--- config.mk ---
export PLATFORM = sky130hd
export DESIGN_NAME = sphcv_fifo
export DESIGN_NICKNAME = d
export VERILOG_FILES = /design/src/sv/sphere_cone_vertex_select_defines.svh /design/src/sv/sphcv_pkg.sv /design/src/sv/sphcv_fifo.sv
export SDC_FILE = /design/constraint.sdc
export NUM_CORES = 1
export LEC_CHECK = 0
export BUFFER_PORTS_ARGS = -buffer_cell sky130_fd_sc_hd__buf_2
export CAP_MARGIN = 5
export CORE_ASPECT_RATIO = 2
export CORE_UTILIZATION = 60
export CTS_CLUSTER_SIZE = 14
export DETAILED_ROUTE_END_ITERATION = 8
export PLACE_DENSITY = 0.93
export SYNTH_ARGS = -nofsm -noshare
export SYNTH_HDL_FRONTEND = slang
export SYNTH_SLANG_ARGS = --single-unit
--- constraint.sdc ---
create_clock -name i_clk -period 11.8 [get_ports i_clk]
set_clock_uncertainty 0.2 [all_clocks]
set_input_delay 2.36 -clock i_clk [delete_from_list [all_inputs] [get_ports i_clk]]
set_output_delay 2.36 -clock i_clk [all_outputs]
set_load 0.01 [all_outputs]
--- src/sv/sphere_cone_vertex_select_defines.svh ---
// ----------------------------------------------------------------------------
// sphere_cone_vertex_select_defines.svh
// Assertion macros shared by the vertex select block.
// ----------------------------------------------------------------------------
`ifndef SPHERE_CONE_VERTEX_SELECT_DEFINES_SVH
`define SPHERE_CONE_VERTEX_SELECT_DEFINES_SVH

// plain property, sampled on i_clk, off while in reset
`define SCVS_ASSERT(lbl, prop, msg) \
    lbl: assert property (@(posedge i_clk) disable iff (!i_rst_n) (prop)) else $error(msg);

// same-cycle implication
`define SCVS_ASSERT_IMPL(lbl, ante, cons, msg) \
    lbl: assert property (@(posedge i_clk) disable iff (!i_rst_n) (ante) |-> (cons)) \
        else $error(msg);

`endif

--- src/sv/sphcv_pkg.sv ---
// ----------------------------------------------------------------------------
// sphcv_pkg
// Types and codes for the sphere / normal-cone vertex select block.
// ----------------------------------------------------------------------------
`default_nettype none

package sphcv_pkg;

    // verdict codes
    localparam logic [1:0] V_OUT   = 2'd0;
    localparam logic [1:0] V_COLL  = 2'd1;
    localparam logic [1:0] V_REJ   = 2'd2;
    localparam logic [1:0] V_AWAY  = 2'd3;

    // select modes
    localparam logic [1:0] MODE_ALL    = 2'd0;
    localparam logic [1:0] MODE_DIR    = 2'd1;

    // register indexes
    localparam logic [2:0] REG_CENTER_X = 3'd0;
    localparam logic [2:0] REG_CENTER_Y = 3'd1;
    localparam logic [2:0] REG_CENTER_Z = 3'd2;
    localparam logic [2:0] REG_RADIUS2  = 3'd3;
    localparam logic [2:0] REG_DIR      = 3'd4;
    localparam logic [2:0] REG_COS      = 3'd5;
    localparam logic [2:0] REG_MODE     = 3'd6;

    localparam int CFG_W = 52;
    localparam int DIV_N = 40;          // dividend width of the shared divider

    localparam logic signed [15:0] NORM_ONE = 16'sd16384;

    typedef struct packed {
        logic        [15:0] vertex_index;
        logic signed [23:0] pos_x;
        logic signed [23:0] pos_y;
        logic signed [23:0] pos_z;
        logic signed [15:0] normal_x;
        logic signed [15:0] normal_y;
        logic signed [15:0] normal_z;
        logic               to_be_removed;
        logic               last;
    } t_item;

    typedef struct packed {
        logic        [15:0] result_index;
        logic        [1:0]  verdict;
        logic               add_to_test_list;
        logic               batch_done;
        logic signed [23:0] avg_pos_x;
        logic signed [23:0] avg_pos_y;
        logic signed [23:0] avg_pos_z;
        logic signed [15:0] avg_normal_x;
        logic signed [15:0] avg_normal_y;
        logic signed [15:0] avg_normal_z;
    } t_res;

    // classified vertex passed from front to back
    typedef struct packed {
        logic        [15:0] vertex_index;
        logic        [1:0]  verdict;
        logic               in_range;
        logic               last;
        logic signed [23:0] pos_x;
        logic signed [23:0] pos_y;
        logic signed [23:0] pos_z;
        logic signed [15:0] normal_x;
        logic signed [15:0] normal_y;
        logic signed [15:0] normal_z;
    } t_cls;

endpackage

`default_nettype wire

--- src/sv/sphcv_fifo.sv ---
// ----------------------------------------------------------------------------
// sphcv_fifo
// Four-entry queue of classified vertices between front and back.
// ----------------------------------------------------------------------------
`default_nettype none

module sphcv_fifo (
    input  logic            i_clk,
    input  logic            i_rst_n,
    input  logic            i_wr,
    input  sphcv_pkg::t_cls i_data,
    output logic            o_full,
    input  logic            i_rd,
    output logic            o_empty,
    output sphcv_pkg::t_cls o_data
);
    import sphcv_pkg::*;

    t_cls       r_mem [4];
    logic [1:0] r_wp, r_rp;
    logic [2:0] r_cnt;
    logic       wr_en, rd_en;

    assign o_full  = (r_cnt == 3'd4);
    assign o_empty = (r_cnt == 3'd0);
    assign wr_en   = i_wr && !o_full;
    assign rd_en   = i_rd && !o_empty;
    assign o_data  = r_mem[r_rp];

    always_ff @(posedge i_clk) begin
        if (wr_en) begin
            r_mem[r_wp] <= i_data;
        end
    end

    always_ff @(posedge i_clk) begin
        if (!i_rst_n) begin
            r_wp  <= '0;
            r_rp  <= '0;
            r_cnt <= '0;
        end else begin
            if (wr_en) begin
                r_wp <= r_wp + 2'd1;
            end
            if (rd_en) begin
                r_rp <= r_rp + 2'd1;
            end
            r_cnt <= r_cnt + {2'b0, wr_en} - {2'b0, rd_en};
        end
    end

endmodule

`default_nettype wire

==> flow_summary.yaml <==
clocking:
  cts_tree: "done"
  cts_buffers: 47
  cts_resized: 0
  cts_buffer_depth: 3
  post-cts-setup-buffers: 0
  htreeDepth: 2
  clkTransAtPathRegs_ns: 0.06
  clkLatencyLatePin_ns: 0.55
  cts_root_buffer: "clkbuf_16"
  cts_sinks: 569
  cts_hold_buf: 0
cells_and_area:
  nNetsFinal: 1246
  drive_above_1_share: 0.442
  stdcell_count: 1568
  final_common_cell: "edfxtp_1"
  synthToLayoutAreaGrowth_pct: 15.3
  final_cell_mix: "edfxtp_1 (560), buf_2 (285), mux4_2 (140)"
logic_synthesis:
  ys.warnings.count: 0
  syn_nets: 934
  yosysSeqAreaShare: 0.822
  synth_cell_type_count: 21
  yosys.area.top_type: "edfxtp_1"
  ys_ff_latch: 569
  syn_avg_cell_area_sq_um: 26.4
  synth_top_area_share: 0.813
  synth.area.top_cells: "edfxtp_1 (81%), mux4_2 (15%), dfxtp_1 (0.87%)"
  synthCells: 783
  synth_area_sq_um: 20700
floorplan:
  die_area_sq_um: 35300
  ios: 286
  fp.dieW_um: 133
  start_util: 0.613
  fp.dieH_um: 265
  rows: 95
  coreArea_sq_um: 33800
placement:
  place.gp.congestion: 0.749
  dp.final_hpwl_um: 25300
  portBuffers: 285
  dp_cells: 1482
worst_setup_path:
  max_stage_delay_ns: 0.94
  path_cells: "buf_4 > mux4_2 > buf_2"
  rrSetupSlack_ns: 8.81
  slowest_stage: "buf_4"
  path_delay_family: "buffers and inverters"
  worst-setup-path-type: "reg -> out"
  path_max_fanout: 54
  end_kind: "primary output"
  required_ns: 9.24
  critPathLaunchType: "flip-flop"
  path_buf_inv: 2
  crit_arrival_ns: 3.29
detailed_routing:
  drc: 0
  dr.pass1.iters: 5
  wirelength_um: 42600
  detail-route-antenna-nets: 0
  viasPerCell: 6.08
  vias: 9526
  wl_per_cell_um: 27.2
  drtIter0Drc: 749
global_routing:
  grt_max_degree: 59
  grt_usage: 0.243
  grt_pass1_vias: 10188
  grt_pass1_wl_um: 61600
  antenna_found_initial: 20
  overflow: 0
sta:
  final_hold_viol_count: 0
  slew_headroom: 0.308
  tns_ns: 0
  rsz0062_at_grt: "no"
  drv_slew: 0
  clock.fmax_ghz: 0.171
  min_period_ns: 5.85
  worstMarginPinSlew_ns: 1.04
  finalCritPeriodShare: 0.495
  setup-violations-final: 0
min_path:
  hp-class: "reg -> reg"
run_status:
  status: "completed"
power_and_ir_drop:
  irDropWorstVdd_uv: 153
  power_density_nw_per_um2: 208
  power_uw: 4960
  p_leak_uw: 0.00789
run:
  drv_cap: 0
## per-stage QoR
stage	utilization	hold WS (ns)	cell area, sq um	setup WS [ns]
final	0.707	0.297	23900	5.95
after global routing	0.706	0.337	23800	5.67
after CTS	0.705	0.295	23800	5.81
after detailed placement	0.667	0.276	22500	6.42
after global placement	0.667	0.264	22500	6.45
after floorplan	-	0.261	20700	5.13
## synth_stat cells, drive strengths merged
cell and count:
clkbuf 4, nor3 1, xnor2 2, and2 7, nor3b 1, nand2 6, or4bb 1, mux4 140
fa 1, dfxtp 9, buf 30, edfxtp 560, a21boi 1, nor2b 2, inv 6, or3 1
o21ai 3, mux2i 2, ha 6
## flip-flops by register name, summed over array words and instances (netlist names), named ones only
name	count
r_cnt	3
r_mem	560
r_rp	2
r_wp	2
## power breakdown
group          leakage (uW)  internal (uW)  switching, uW  total (uW)
logic               0.00206            478            552        1030
clock network      0.000628            744            640        1380
registers           0.00520           2450           94.0        2550
total               0.00789           3680           1290        4960
## worst paths after layout
| kind | startpoint | depth (start not counted) | endpoint |
|---|---|---|---|
| hold / removal | r_rp[0] | 2 | flip-flop |
| setup / recovery | flip-flop | 3 | o_data[19] |
| setup reg to reg | r_cnt[2] | 4 | r_mem[0][28] |
| hold reg to reg | r_rp[0] | 2 | flip-flop |
## worst register-to-register path: stages (launching register included)
cell and delay, ns:
dfxtp_1 0.33, nor3b_1 0.16, nor2b_1 0.47, and2_4 0.60
buf_4 0.81
## logic make-up after synthesis
family	synth area share
flip-flops	0.822
XOR/XNOR	0.000847
adder cells (fa/ha/maj)	0.00460
buffers and inverters	0.0131
multiplexers	0.153
AO/OA/AOI/OAI	0.00109
AND/OR/NAND/NOR	0.00526
## layout make-up
cell class | count | area [sq um]
diodes | 14 | 35.0
clock buffers | 70 | 1280
clock inverters | 2 | 17.5
fillers | 1997 | 9910
inverters | 6 | 22.5
multi-input cells | 174 | 3430
flip-flops and latches | 569 | 17000
well taps | 436 | 546
repair buffers | 297 | 1520
## routing by layer
layer,global-route usage,up-vias,share of wire
li1,-,3991,-
met1,0.278,4964,0.33
met2,0.422,439,0.54
met3,0.0532,118,0.070
met4,0.137,14,0.055
met5,0,-,0.0021
Note: power is estimated with default switching activity, not from simulation.
